`src/hdl/u8d_pkg.sv`:
```
`timescale 1ns / 1ps
// ----------------------------------------------------------------------------
// u8d_pkg
// Types, constants and helper functions shared by the UTF-8 byte stream
// decoder modules.
// ----------------------------------------------------------------------------
package u8d_pkg;

	// Byte masks used when classifying a raw byte.
	localparam logic [7:0] TOP_BIT    = 8'h80;
	localparam logic [7:0] SECOND_BIT = 8'h40;
	localparam logic [7:0] LOW_SIX    = 8'h3F;

	// One input beat.
	typedef struct packed {
		logic [7:0] byte_value;
		logic       end_of_data;
	} u8d_item_t;

	// One result beat.
	typedef struct packed {
		logic [31:0] code_point;
		logic        bad_continuation;
		logic        stream_ended;
	} u8d_result_t;

	// A byte after classification by the front end.
	// lead_extra is the number of continuation bytes a lead byte announces,
	// lead_value is the lead byte with its marker bits masked off.
	typedef struct packed {
		logic       end_of_data;
		logic [2:0] lead_extra;
		logic [7:0] lead_value;
		logic [5:0] cont_bits;
		logic       cont_ok;
	} u8d_class_t;

	// Occupancy flags of the classified-byte queue.
	typedef struct packed {
		logic full;
		logic empty;
	} u8d_q_stat_t;

	// Status of the back end seen by the queue and the top level.
	typedef struct packed {
		logic take;
		logic busy;
	} u8d_back_stat_t;

	// Count of leading ones in bits 6..0 of a byte whose bit 7 is set.
	function automatic logic [2:0] lead_ones_after_top(input logic [7:0] b);
		logic [2:0] cnt;
		logic       run;
		cnt = 3'd0;
		run = 1'b1;
		for (int i = 6; i >= 0; i--) begin
			if (run && b[i]) begin
				cnt = cnt + 3'd1;
			end else begin
				run = 1'b0;
			end
		end
		return cnt;
	endfunction

endpackage

```
`src/hdl/utf8_byte_stream_decoder_core.sv`:
```
`timescale 1ns / 1ps
// Results: a beat that completes a character passes through the queue into the output register,
// and the back end takes it from the queue whenever the output register is free.
// Throughput: 1 byte per cycle while the queue is not full; the back end takes one
// queued byte per cycle whenever its output register is empty or being popped.
// Reset: arst_n clears the queue, the decoding state and the output valid flag;
// no clearing pass is needed.
// ----------------------------------------------------------------------------
// utf8_byte_stream_decoder_core
// Byte-serial UTF-8 decoder: a classifying front end, a queue of classified
// bytes and a decoding back end with a registered result.
// ----------------------------------------------------------------------------
module utf8_byte_stream_decoder_core #(
	parameter int QUEUE_DEPTH = 2
) (
	input  logic                 clk,
	input  logic                 arst_n,
	input  u8d_pkg::u8d_item_t   item,
	input  logic                 push,
	output logic                 full,
	output u8d_pkg::u8d_result_t result,
	output logic                 empty,
	input  logic                 pop
);

	u8d_pkg::u8d_q_stat_t    q_stat;
	u8d_pkg::u8d_back_stat_t back_stat;
	u8d_pkg::u8d_class_t     q_wdata;
	u8d_pkg::u8d_class_t     q_head;
	logic                    q_wr;

	assign full = q_stat.full;

	// Front end: accept and classify.
	u8d_front u_front (
		.item    (item),
		.push    (push),
		.q_stat  (q_stat),
		.q_wr    (q_wr),
		.q_wdata (q_wdata)
	);

	// Queue between front and back.
	u8d_queue #(
		.DEPTH (QUEUE_DEPTH)
	) u_queue (
		.clk       (clk),
		.arst_n    (arst_n),
		.wr        (q_wr),
		.wdata     (q_wdata),
		.back_stat (back_stat),
		.rdata     (q_head),
		.stat      (q_stat)
	);

	// Back end: decode and hold the result.
	u8d_back u_back (
		.clk    (clk),
		.arst_n (arst_n),
		.head   (q_head),
		.q_stat (q_stat),
		.pop    (pop),
		.empty  (empty),
		.result (result),
		.stat   (back_stat)
	);

`ifndef ASSERT_OFF
	// The back end never takes from an empty queue.
	a_take_nonempty: assert property (@(posedge clk) disable iff (!arst_n)
		back_stat.take |-> !q_stat.empty)
		else $error("back end took a beat from an empty queue");

	// End of data always returns the decoder to idle.
	a_eod_idle: assert property (@(posedge clk) disable iff (!arst_n)
		(back_stat.take && q_head.end_of_data) |=> !back_stat.busy)
		else $error("decoder still busy after end of data");

	// The queue is never full and empty at once.
	a_queue_flags: assert property (@(posedge clk) disable iff (!arst_n)
		!(q_stat.full && q_stat.empty))
		else $error("queue flags inconsistent");
`endif

endmodule

```
`src/hdl/u8d_front.sv`:
```
`timescale 1ns / 1ps
// ----------------------------------------------------------------------------
// u8d_front
// Front end: accepts input beats and classifies each byte as a lead or a
// continuation candidate before it enters the queue.
// ----------------------------------------------------------------------------
module u8d_front (
	input  u8d_pkg::u8d_item_t  item,
	input  logic                push,
	input  u8d_pkg::u8d_q_stat_t q_stat,
	output logic                q_wr,
	output u8d_pkg::u8d_class_t q_wdata
);

	logic [2:0] extra;
	logic       is_ascii;

	// A beat is written into the queue whenever it is accepted.
	assign q_wr = push & ~q_stat.full;

	// Classify the byte both ways; the back end picks the view it needs.
	always_comb begin
		is_ascii = (item.byte_value & u8d_pkg::TOP_BIT) == 8'h00;
		extra    = is_ascii ? 3'd0 : u8d_pkg::lead_ones_after_top(item.byte_value);

		q_wdata.end_of_data = item.end_of_data;
		q_wdata.lead_extra  = extra;
		q_wdata.lead_value  = is_ascii ? item.byte_value
		                               : (item.byte_value & (8'h7F >> extra));
		q_wdata.cont_bits   = 6'(item.byte_value & u8d_pkg::LOW_SIX);
		q_wdata.cont_ok     = ((item.byte_value & u8d_pkg::TOP_BIT) != 8'h00) &&
		                      ((item.byte_value & u8d_pkg::SECOND_BIT) == 8'h00);
	end

endmodule

```
`src/hdl/u8d_queue.sv`:
```
`timescale 1ns / 1ps
// ----------------------------------------------------------------------------
// u8d_queue
// Small first-in first-out queue of classified bytes between the front and
// back ends.
// ----------------------------------------------------------------------------
module u8d_queue #(
	parameter int DEPTH = 2
) (
	input  logic                 clk,
	input  logic                 arst_n,
	input  logic                 wr,
	input  u8d_pkg::u8d_class_t  wdata,
	input  u8d_pkg::u8d_back_stat_t back_stat,
	output u8d_pkg::u8d_class_t  rdata,
	output u8d_pkg::u8d_q_stat_t stat
);

	localparam int PW = (DEPTH > 1) ? $clog2(DEPTH) : 1;
	localparam int CW = $clog2(DEPTH + 1);
	localparam logic [PW-1:0] LAST = PW'(DEPTH - 1);

	u8d_pkg::u8d_class_t mem [DEPTH];
	logic [PW-1:0] wr_ptr_q;
	logic [PW-1:0] rd_ptr_q;
	logic [CW-1:0] count_q;
	logic          rd;

	assign rd         = back_stat.take;
	assign stat.full  = count_q == CW'(DEPTH);
	assign stat.empty = count_q == '0;
	assign rdata      = mem[rd_ptr_q];

	// Storage write.
	always_ff @(posedge clk) begin
		if (wr) begin
			mem[wr_ptr_q] <= wdata;
		end
	end

	// Pointers and fill count.
	always_ff @(posedge clk or negedge arst_n) begin
		if (!arst_n) begin
			wr_ptr_q <= '0;
			rd_ptr_q <= '0;
			count_q  <= '0;
		end else begin
			if (wr) begin
				wr_ptr_q <= (wr_ptr_q == LAST) ? '0 : wr_ptr_q + PW'(1);
			end
			if (rd) begin
				rd_ptr_q <= (rd_ptr_q == LAST) ? '0 : rd_ptr_q + PW'(1);
			end
			if (wr && !rd) begin
				count_q <= count_q + CW'(1);
			end else if (rd && !wr) begin
				count_q <= count_q - CW'(1);
			end
		end
	end

endmodule

```
`src/hdl/u8d_back.sv`:
```
`timescale 1ns / 1ps
// ----------------------------------------------------------------------------
// u8d_back
// Back end: runs the decoding state (remaining count, accumulator, error
// flag) on classified bytes and holds the result in an output register.
// ----------------------------------------------------------------------------
module u8d_back (
	input  logic                    clk,
	input  logic                    arst_n,
	input  u8d_pkg::u8d_class_t     head,
	input  u8d_pkg::u8d_q_stat_t    q_stat,
	input  logic                    pop,
	output logic                    empty,
	output u8d_pkg::u8d_result_t    result,
	output u8d_pkg::u8d_back_stat_t stat
);

	logic [2:0]           rem_q;
	logic [31:0]          acc_q;
	logic                 err_q;
	logic                 out_valid_q;
	u8d_pkg::u8d_result_t result_q;

	logic [2:0]           rem_d;
	logic [31:0]          acc_d;
	logic                 err_d;
	logic                 emit;
	u8d_pkg::u8d_result_t res_d;
	logic                 take;

	// Take a byte when one waits and the output register is free or leaving.
	assign take      = ~q_stat.empty & (~out_valid_q | pop);
	assign stat.take = take;
	assign stat.busy = rem_q != 3'd0;
	assign empty     = ~out_valid_q;
	assign result    = result_q;

	// Next decoding state and the result caused by the head byte.
	always_comb begin
		rem_d = rem_q;
		acc_d = acc_q;
		err_d = err_q;
		emit  = 1'b0;
		res_d = '0;
		if (head.end_of_data) begin
			emit                   = 1'b1;
			res_d.bad_continuation = (rem_q != 3'd0) & err_q;
			res_d.stream_ended     = 1'b1;
			rem_d = 3'd0;
			acc_d = '0;
			err_d = 1'b0;
		end else if (rem_q != 3'd0) begin
			err_d = err_q | ~head.cont_ok;
			acc_d = {acc_q[25:0], head.cont_bits};
			rem_d = rem_q - 3'd1;
			if (rem_d == 3'd0) begin
				emit                   = 1'b1;
				res_d.code_point       = acc_d;
				res_d.bad_continuation = err_d;
				acc_d = '0;
				err_d = 1'b0;
			end
		end else if (head.lead_extra == 3'd0) begin
			emit             = 1'b1;
			res_d.code_point = 32'(head.lead_value);
		end else begin
			acc_d = 32'(head.lead_value);
			err_d = 1'b0;
			rem_d = head.lead_extra;
		end
	end

	// Decoding state.
	always_ff @(posedge clk or negedge arst_n) begin
		if (!arst_n) begin
			rem_q <= 3'd0;
			acc_q <= '0;
			err_q <= 1'b0;
		end else if (take) begin
			rem_q <= rem_d;
			acc_q <= acc_d;
			err_q <= err_d;
		end
	end

	// Output register valid flag.
	always_ff @(posedge clk or negedge arst_n) begin
		if (!arst_n) begin
			out_valid_q <= 1'b0;
		end else if (take && emit) begin
			out_valid_q <= 1'b1;
		end else if (pop) begin
			out_valid_q <= 1'b0;
		end
	end

	// Output register payload.
	always_ff @(posedge clk) begin
		if (take && emit) begin
			result_q <= res_d;
		end
	end

endmodule

```
`config.mk`:
```
export PLATFORM = sky130hd
export DESIGN_NAME = utf8_byte_stream_decoder_core
export DESIGN_NICKNAME = d
export VERILOG_FILES = /design/src/hdl/u8d_pkg.sv /design/src/hdl/utf8_byte_stream_decoder_core.sv /design/src/hdl/u8d_front.sv /design/src/hdl/u8d_queue.sv /design/src/hdl/u8d_back.sv
export SDC_FILE = /design/constraint.sdc
export NUM_CORES = 1
export LEC_CHECK = 0
export ABC_AREA = 1
export BUFFER_PORTS_ARGS = -buffer_cell sky130_fd_sc_hd__buf_2
export CAP_MARGIN = 20
export CORE_MARGIN = 2
export CORE_UTILIZATION = 43
export CTS_CLUSTER_DIAMETER = 60
export DETAILED_ROUTE_END_ITERATION = 7
export GPL_ROUTABILITY_DRIVEN = 0
export GPL_TIMING_DRIVEN = 0
export SYNTH_ARGS = -nofsm -noshare
export SYNTH_HDL_FRONTEND = slang
export SYNTH_HIERARCHICAL = 1
export SYNTH_SLANG_ARGS = --single-unit
```
`constraint.sdc`:
```
create_clock -name clk -period 2.5 [get_ports clk]
set_clock_uncertainty 0.15 [all_clocks]
set_input_delay 0.125 -clock clk [delete_from_list [all_inputs] [get_ports clk]]
set_output_delay 0.125 -clock clk [all_outputs]
set_load 0.03 [all_outputs]
```
---- Word-level counts from Yosys, hierarchy flattened ----
Memories as Yosys holds them, arrays and structs flattened.
Index checks and enable logic that the tools add are counted.
cells by class
  equality and inequality tests ........... 2
  bitwise gates (word level) .............. 10
  $lt $le $gt $ge ......................... 0
  multiply operators ...................... 0
  divide/modulo/power cells ............... 0
  reduce and logical (&&, ||, !) cells .... 21
  shift-type cells ........................ 1
  multiplexer cells ....................... 44
  add/subtract/negate cells ............... 11
operator list
  kind                   count
  $mux W26               4
  $mux W33               1
  $mux W32               1
  $mux W3                10
  $mux W1                24
  $add A3 B1 Y3 const B  6
  $logic_not A8 Y1       2
  $mux W8                2
  $logic_and A1 B1 Y1    10
  $and A8 B8 Y8          1
  $shr A7 B3 Y8 const A  1
  $logic_not A3 Y1       2
  $mux W2                2
  $not A1 Y1             4
  $reduce_bool A2 Y1     2
  $and A1 B1 Y1          3
  $ne A3 B3 Y1 const B   1
  $reduce_bool A3 Y1     1
  $sub A3 B1 Y3 const B  1
  $add A1 B1 Y1 const B  2
  $add A2 B1 Y2 const B  1
  $eq A2 B2 Y1 const B   1
  $logic_not A1 Y1       2
  $logic_not A2 Y1       1
  3 further kinds        4
storage, ports and cells
  register bits after elaboration ......... 69
  memory bits (writable) .................. 38
  memories kept ........................... 1
  bits in read-only memories .............. 0
  bits in latches ......................... 0
memory list
  name         words  bits a word  rd ports  clocked after Yosys merged registers in  wr ports  RTL line         text
  u_queue.mem  2      19           1         0                                        1         u8d_queue.sv:23  u8d_pkg::u8d_class_t mem [DEPTH];

---- Logic depth before layout (Yosys ltp) ----
Gate-level depths: netlist of the first run.
  word-level depth ........................ 17
  depth in mapped cells ................... 18
  gate-level depth less buffers ........... 18

---- Modules after synthesis ----
Netlist of the first run, hierarchy kept.
modules (own cells, without submodules)
  module     cells each  area each (um^2)  instances
  u8d_back   343         2984.1            1
  u8d_queue  84          1655.3            1
  u8d_front  88          500.5             1

---- Worst setup path after synthesis of the first run ----
Ideal clock, no wire load.
  kind .................................... flip-flop to flip-flop
  from .................................... reg u_queue.rd_ptr_q
  to ...................................... reg u_back.result_q (netlist bit u_back/result[0]), enable pin
  required time ........................... 1.961 ns
  arrival time ............................ 1.986 ns
  period minus slack after synthesis ...... 2.524 ns
  cell stages (with the launch flop) ...... 10
  path buffers ............................ 1
  setup slack ............................. -0.024 ns
  cells stage by stage .................... dfrtp_1 -> buf_6 -> mux2_4 -> nor2_1 -> nand2_1 -> nor2_1 -> nor2_1 -> nand2_1 -> nand2_1 -> inv_1
RTL lines
  item                    RTL line         text
  from (decl)             u8d_queue.sv:25  logic [PW-1:0] rd_ptr_q;
  from (signal assigned)  u8d_queue.sv:52  rd_ptr_q <= (rd_ptr_q == LAST) ? '0 : rd_ptr_q + PW'(1);
  to (signal assigned)    u8d_back.sv:100  result_q <= res_d;
  to (decl)               u8d_back.sv:22   u8d_pkg::u8d_result_t result_q;

==> flow_metrics.py, run 1 <==
metrics = {
    "outcome": {
        "outcome": "finished clean",
    },
    "detailed_routing": {
        "drt_first_pass_iters": 4,
        "via_per_inst": 4.85,
        "drc_errors": 0,
        "wl_um": 10200,
        "post_drt_wl_per_cell_um": 13.9,
        "ant_nets": 0,
        "drt_iter0_markers": 267,
        "vias": 3565,
    },
    "power_and_ir_drop": {
        "clkPwrFrac_pct": 20.2,
        "p_sw_share_pct": 39.8,
        "seq_power_share_pct": 37.1,
        "powerDensity_nw_per_um2": 1240,
        "vdd_drop_max_mv": 0.438,
        "internal-power_uw": 4480,
        "p_leak_uw": 0.00271,
        "p_sw_uw": 2960,
        "combPwrFrac_pct": 42.7,
    },
    "worst_setup_path": {
        "slowest_delay_ns": 0.39,
        "arrival_ns": 2.24,
        "path_buf_inv": 3,
        "path_max_fanout": 10,
        "path_class": "flip-flop to flip-flop",
        "r2r_slack_ns": 0.16,
        "critPathTopFamily": "simple AND/OR/NAND/NOR gates",
        "cp-start-kind": "flip-flop",
        "crit_path_top_delay_cell": "dfrtp_1",
        "cp-end-kind": "flip-flop",
        "required_ns": 2.41,
        "reg2reg_from": "u_queue/rd_ptr_q",
        "path_cells": "buf_6, mux2_4, nor2_1, nand2_1, nor2_1, nor2_1, nand2_1, nand2_1, clkinvlp_4, buf_4",
        "r2r_end": "u_back/result[9]",
        "reg2reg_depth": 10,
    },
    "clock_tree": {
        "cts_buffers": 9,
        "cts.sinks": 107,
        "clkLatencyLatePin_ns": 0.35,
        "path_clk_slew_ns": 0.07,
        "cts_buffer_depth": 2,
        "htree_levels": 3,
        "cts_root_buffer": "clkbuf_16",
        "cts_tree": "done",
    },
    "min_path": {
        "hold_end": "u_queue/wr_ptr_q",
        "whs_path_depth": 4,
        "hp-start": "push",
        "min_path_type": "input pin to flip-flop",
    },
    "global_routing": {
        "grt_max_degree": 36,
        "antenna_found_initial": 0,
        "met1_usage_pct": 20.5,
        "grt_pass1_wl_um": 16700,
        "grt_pass1_vias": 3405,
        "gr-total-overflow": 0,
        "grt_usage_pct": 16.6,
        "use_met2_pct": 29.2,
        "busiest_layer": "met2",
        "met3_usage_pct": 2.46,
    },
    "die": {
        "pin_count": 49,
        "dieWidth_um": 113,
        "dieHeight_um": 113,
        "rows": 39,
        "core_um2": 11600,
        "dieArea_um2": 12800,
        "initial_core_util_pct": 44.4,
    },
    "placed_design": {
        "place_area_um2": 5570,
        "io_buffers": 47,
        "dp_hpwl_um": 7160,
    },
    "logic_synthesis": {
        "synthCells": 515,
        "synth_top_area_cell": "edfxtp_1",
        "synth.distinct_cells": 30,
        "ys_warn_count": 6,
        "netlist_area_um2": 5140,
        "synth_seq_area_share_pct": 59.1,
        "ys_seq_elements": 107,
        "yosysTopAreaCellShare_pct": 42.1,
        "syn-num-nets": 536,
        "syn_area_per_cell_um2": 9.98,
        "yosys-top-cells-area": "edfxtp_1 (42%), dfrtp_1 (17%), nand2_1 (8.8%)",
    },
    "timing": {
        "finalSetupViolations": 0,
        "finalHoldViolations": 0,
        "whs_ns": 0.0105,
        "worst_slew_pin_slew_ns": 0.808,
        "rsz0062_at_grt": "no",
        "fmax_ghz": 0.428,
        "min_period_ns": 2.34,
        "final_max_slew_viol_count": 0,
        "max-slew-margin-rel_pct": 46.1,
        "period_share_pct": 93.5,
    },
    "layout": {
        "syn_to_final_growth_pct": 17.1,
        "final_area_um2": 6020,
        "final_util_pct": 52.0,
        "drive_gt1_share_pct": 23.3,
        "final_nets": 608,
        "antenna_cells": 0,
    },
    "job": {
        "cap_violations": 0,
    },
}
## worst register-to-register path: cells and delay by family (launching register included)
family	cells	cell delay, ns
buffers and inverters	3	0.51
flip-flops	1	0.39
multiplexers	1	0.33
AND/OR/NAND/NOR	6	0.67
## power by group through the flow
stage          combinational, µW  clock, µW  sequential, µW
4_1_cts                     3200       1520            2770
6_report                    3180       1500            2770
3_3_place_gp                3040          0            2800
5_1_grt                     3480       1590            2820
2_1_floorplan               1760          0            3330
3_5_place_dp                3090          0            2810
## what timing repair did
item                       4_1_cts  5_1_grt
hold endpoints to repair        52        0
hold buffers                     8        0
gates resized for setup          1        1
pin swaps                        0        1
cloned                           1        0
setup endpoints to repair       34       14
setup buffers                    3        1
## placed cells by master (no fill, tap or decap), types with 9 or more instances in the layout
master / instances
buf_2: 60
buf_4: 12
clkbuf_16: 9
dfrtp_1: 35
edfxtp_1: 72
inv_1: 67
mux2_4: 19
nand2_1: 120
nand3_1: 32
nor2_1: 64
o21ai_1: 24
## routing by layer
layer,up-vias,routed length [µm]
met2,89,5280
met5,-,0
met1,1680,4340
li1,1783,-
met3,13,426
met4,0,168
## cells in the mapped netlist
| cell type | n |
|---|---|
| nand4_1 | 4 |
| nand3_1 | 32 |
| o21ai_0 | 6 |
| nor2_1 | 65 |
| mux2i_1 | 1 |
| buf_6 | 2 |
| inv_1 | 68 |
| inv_2 | 5 |
| nor2_2 | 3 |
| xnor2_1 | 1 |
| edfxtp_1 | 72 |
| buf_2 | 13 |
| clkbuf_1 | 3 |
| mux2_4 | 19 |
| nand3_2 | 4 |
| o21ai_1 | 25 |
| nor2_8 | 2 |
| nand2_4 | 1 |
| nor3_1 | 1 |
| dfrtp_1 | 35 |
| o21ai_2 | 2 |
| ha_1 | 8 |
| conb_1 | 1 |
| nand2_1 | 120 |
| nand2_2 | 6 |
| or2_2 | 2 |
| buf_4 | 9 |
| xor2_1 | 2 |
| a21oi_1 | 2 |
| a21oi_2 | 1 |
## cell families after synthesis
kind of cell             count (synthesis)  share of synthesized area (%)
AND/OR/NAND/NOR                        240                           20.3
flip-flops                             107                           59.1
buffers and inverters                  100                           8.57
AO/OA/AOI/OAI                           36                           3.72
multiplexers                            20                           5.74
adder cells (fa/ha/maj)                  8                           1.95
XOR/XNOR                                 3                          0.511
other                                    1                         0.0730
## flip-flops by register name, indices dropped and copies added, names as in the netlist
name	cells
u_queue/rd_ptr_q	1
u_back/rem_q	3
u_queue/count_q	2
u_back/acc_q	26
u_back/result	34
u_back/out_valid_q	1
u_back/err_q	1
u_queue/mem	38
u_queue/wr_ptr_q	1
## through the flow
stage | TNS [ns] | std cells | total power [µW] | setup slack [ns]
detailed placement | -16.27 | 706 | 5900 | -0.339
finish | 0 | 735 | 7450 | 0.163
global route | 0 | 735 | 7900 | 0.00633
CTS | 0 | 734 | 7500 | 0.0459
global placement | -18.36 | 705 | 5840 | -0.304
floorplan | 0 | 515 | 5090 | 0.136
## worst max path at each step
stage	start	endpoint	slack, ns	depth (start not counted)
6_report	u_queue/rd_ptr_q	u_back/result[9]	0.16	10
5_1_grt	item[5]	u_queue/mem[1][9]	0.006	18
4_1_cts	item[5]	u_queue/mem[0][7]	0.05	18
3_5_place_dp	u_queue/rd_ptr_q	u_back/result[20]	-0.34	7
3_3_place_gp	u_queue/rd_ptr_q	u_back/result[21]	-0.30	7
2_1_floorplan	item[5]	u_queue/mem[0][7]	0.14	17
## final cells by class
type	count	area (µm²)
well taps	143	179
clock buffers	12	236
fillers	1045	5550
repair buffers	60	369
plain buffers	27	166
multi-input cells	308	1670
clock inverters	4	75.1
flip-flops and latches	107	3040
inverters	73	278
repair inverters	1	7.51
No activity file was read; power rests on OpenSTA's default activity.
==> run 2: changes to the inputs <==
- BUFFER_PORTS_ARGS: -buffer_cell sky130_fd_sc_hd__buf_2 -> -buffer_cell sky130_fd_sc_hd__buf_4
- HOLD_SLACK_MARGIN: unset -> 0.1
==> run 2 against run 1 <==
Against the previous run: highest routed layer unchanged; critical path type is now input pin to flip-flop; non-clock buffer count increased by 3; fmax increased by 0.20%; final area increased by 2.1%; via count decreased by 0.28%; clock power decreased by 11%.
==> flow_metrics.py, run 2 (synthesis gave the netlist of run 1 again) <==
metrics = {
    "detailed_routing": {
        "vias": 3555,
        "wl_um": 10100,
        "post_drt_wl_per_cell_um": 13.7,
        "drc_errors": 0,
        "drt_first_pass_iters": 5,
        "drt_iter0_markers": 205,
        "ant_nets": 0,
        "via_per_inst": 4.82,
    },
    "layout": {
        "syn_to_final_growth_pct": 19.5,
        "regArea_um2": 3040,
        "top_register": "u_queue/mem",
        "final_area_um2": 6140,
        "instances_no_fill": 738,
        "layout_common_cells": "nand2_1 (119), edfxtp_1 (72), inv_1 (67), nor2_1 (63), buf_4 (58)",
        "final_util_pct": 53.1,
        "antenna_cells": 0,
        "fill_cells": 1058,
        "final_nets": 611,
        "layout_commonest_cell": "nand2_1",
        "drive_gt1_share_pct": 23.7,
        "multi_input_area_um2": 1670,
        "largest_reg_flops": 38,
    },
    "global_routing": {
        "grt_pass1_vias": 3560,
        "met1_usage_pct": 20.3,
        "grt_usage_pct": 16.6,
        "gr-total-overflow": 0,
        "use_met2_pct": 28.4,
        "grt_max_degree": 36,
        "grt_pass1_wl_um": 16800,
        "antenna_found_initial": 0,
        "met3_usage_pct": 2.84,
        "busiest_layer": "met2",
    },
    "placed_design": {
        "dp_hpwl_um": 7270,
        "io_buffers": 47,
        "dp.cells": 706,
        "place_area_um2": 5690,
    },
    "timing": {
        "finalHoldViolations": 0,
        "min_period_ns": 2.33,
        "fmax_ghz": 0.429,
        "worst_slew_pin_slew_ns": 0.781,
        "max-slew-margin-rel_pct": 47.9,
        "final_max_slew_viol_count": 0,
        "rsz0062_at_grt": "no",
        "finalSetupViolations": 0,
        "period_share_pct": 93.3,
    },
    "worst_setup_path": {
        "cp-start-kind": "input pin",
        "crit_path_top_delay_cell": "ha_1",
        "critPathTopFamily": "adder cells",
        "path_cells": "buf_4, inv_1, nand2_1, nand2_1, inv_1, ha_1, o21ai_2, inv_1, ha_1, mux2i_1, ha_1, nand4_1, nand3_1, nand3_2, inv_2, nor2_2",
        "cp-end-kind": "flip-flop",
        "arrival_ns": 2.28,
        "slowest_delay_ns": 0.31,
        "path_max_fanout": 6,
        "path_buf_inv": 5,
        "path_class": "input pin to flip-flop",
        "required_ns": 2.45,
    },
    "clock_tree": {
        "clkLatencyLatePin_ns": 0.34,
        "cts_root_buffer": "clkbuf_16",
        "cts_buffer_depth": 2,
        "cts.sinks": 107,
        "path_clk_slew_ns": 0.07,
        "cts_tree": "done",
        "htree_levels": 3,
        "cts_buffers": 9,
    },
    "die": {
        "dieWidth_um": 113,
        "pin_count": 49,
        "initial_core_util_pct": 44.4,
        "dieArea_um2": 12800,
        "dieHeight_um": 113,
        "core_um2": 11600,
        "rows": 39,
    },
    "power_and_ir_drop": {
        "power_uw": 7460,
        "p_leak_uw": 0.00274,
        "vdd_drop_max_mv": 0.517,
        "powerDensity_nw_per_um2": 1210,
    },
    "job": {
        "cap_violations": 0,
    },
    "min_path": {
        "min_path_type": "input pin to asynchronous set/reset pin",
    },
    "outcome": {
        "outcome": "finished clean",
    },
}
-- run 2: cell type report --
type,instances,share of cell area (%)
flip-flops and latches,107,49.5
inverters,73,4.52
plain buffers,27,2.71
clock buffers,11,3.95
multi-input cells,308,27.2
well taps,143,2.91
clock inverters,5,0.570
repair buffers,63,8.51
repair inverters,1,0.122
-- run 2: final timing paths --
path	startpoint	end	slack (ns)	cells past startpoint
setup / recovery	item[5]	u_queue/mem[1][13]	0.17	16
hold / removal	arst_n	u_back/acc_q[17]	0.13	2
setup reg to reg	u_queue/rd_ptr_q	u_back/result[28]	0.18	10
hold reg to reg	u_back/acc_q[5]	u_back/acc_q[5]	0.33	2
max in group asynchronous	arst_n	u_queue/wr_ptr_q	1.73	2
min in group clk	u_back/acc_q[5]	u_back/acc_q[5]	0.33	2
-- run 2: worst register-to-register path, cell delays in order (launching register included) --
cell        delay, ns
dfrtp_1          0.39
buf_6            0.20
mux2_4           0.33
nor2_1           0.13
nand2_1          0.13
nor2_1           0.11
nor2_1           0.04
nand2_1          0.12
nand2_2          0.12
clkinvlp_4       0.11
buf_4            0.19
-- run 2: metrics by stage --
step                TNS (ns)  setup slack [ns]  hold slack [ns]
floorplan                  0             0.136           -0.321
global placement      -15.49            -0.257          -0.0344
detailed placement    -14.72            -0.312          -0.0367
CTS                        0            0.0658            0.144
global route               0           0.00631            0.175
finish                     0             0.168            0.127
-- run 2: power by group --
part / switching, µW / internal, µW / total, µW
Sequential: 209 / 2580 / 2780
Combinational: 2160 / 1190 / 3350
Clock: 623 / 706 / 1330
-- run 2: routing by layer --
layer	part of all wire (%)	vias to the layer above
li1	-	1786
met1	42	1667
met2	50	80
met3	3.9	22
met4	3.4	0
met5	0	-
-- run 2: repair_timing --
item / in CTS / in global routing
gates resized for setup: 1 / 3
setup buffers: 3 / 0
hold buffers: 12 / 0
setup endpoints to repair: 34 / 32
pin swaps: 0 / 1
gates cloned: 1 / 0
hold endpoints to repair: 69 / 0
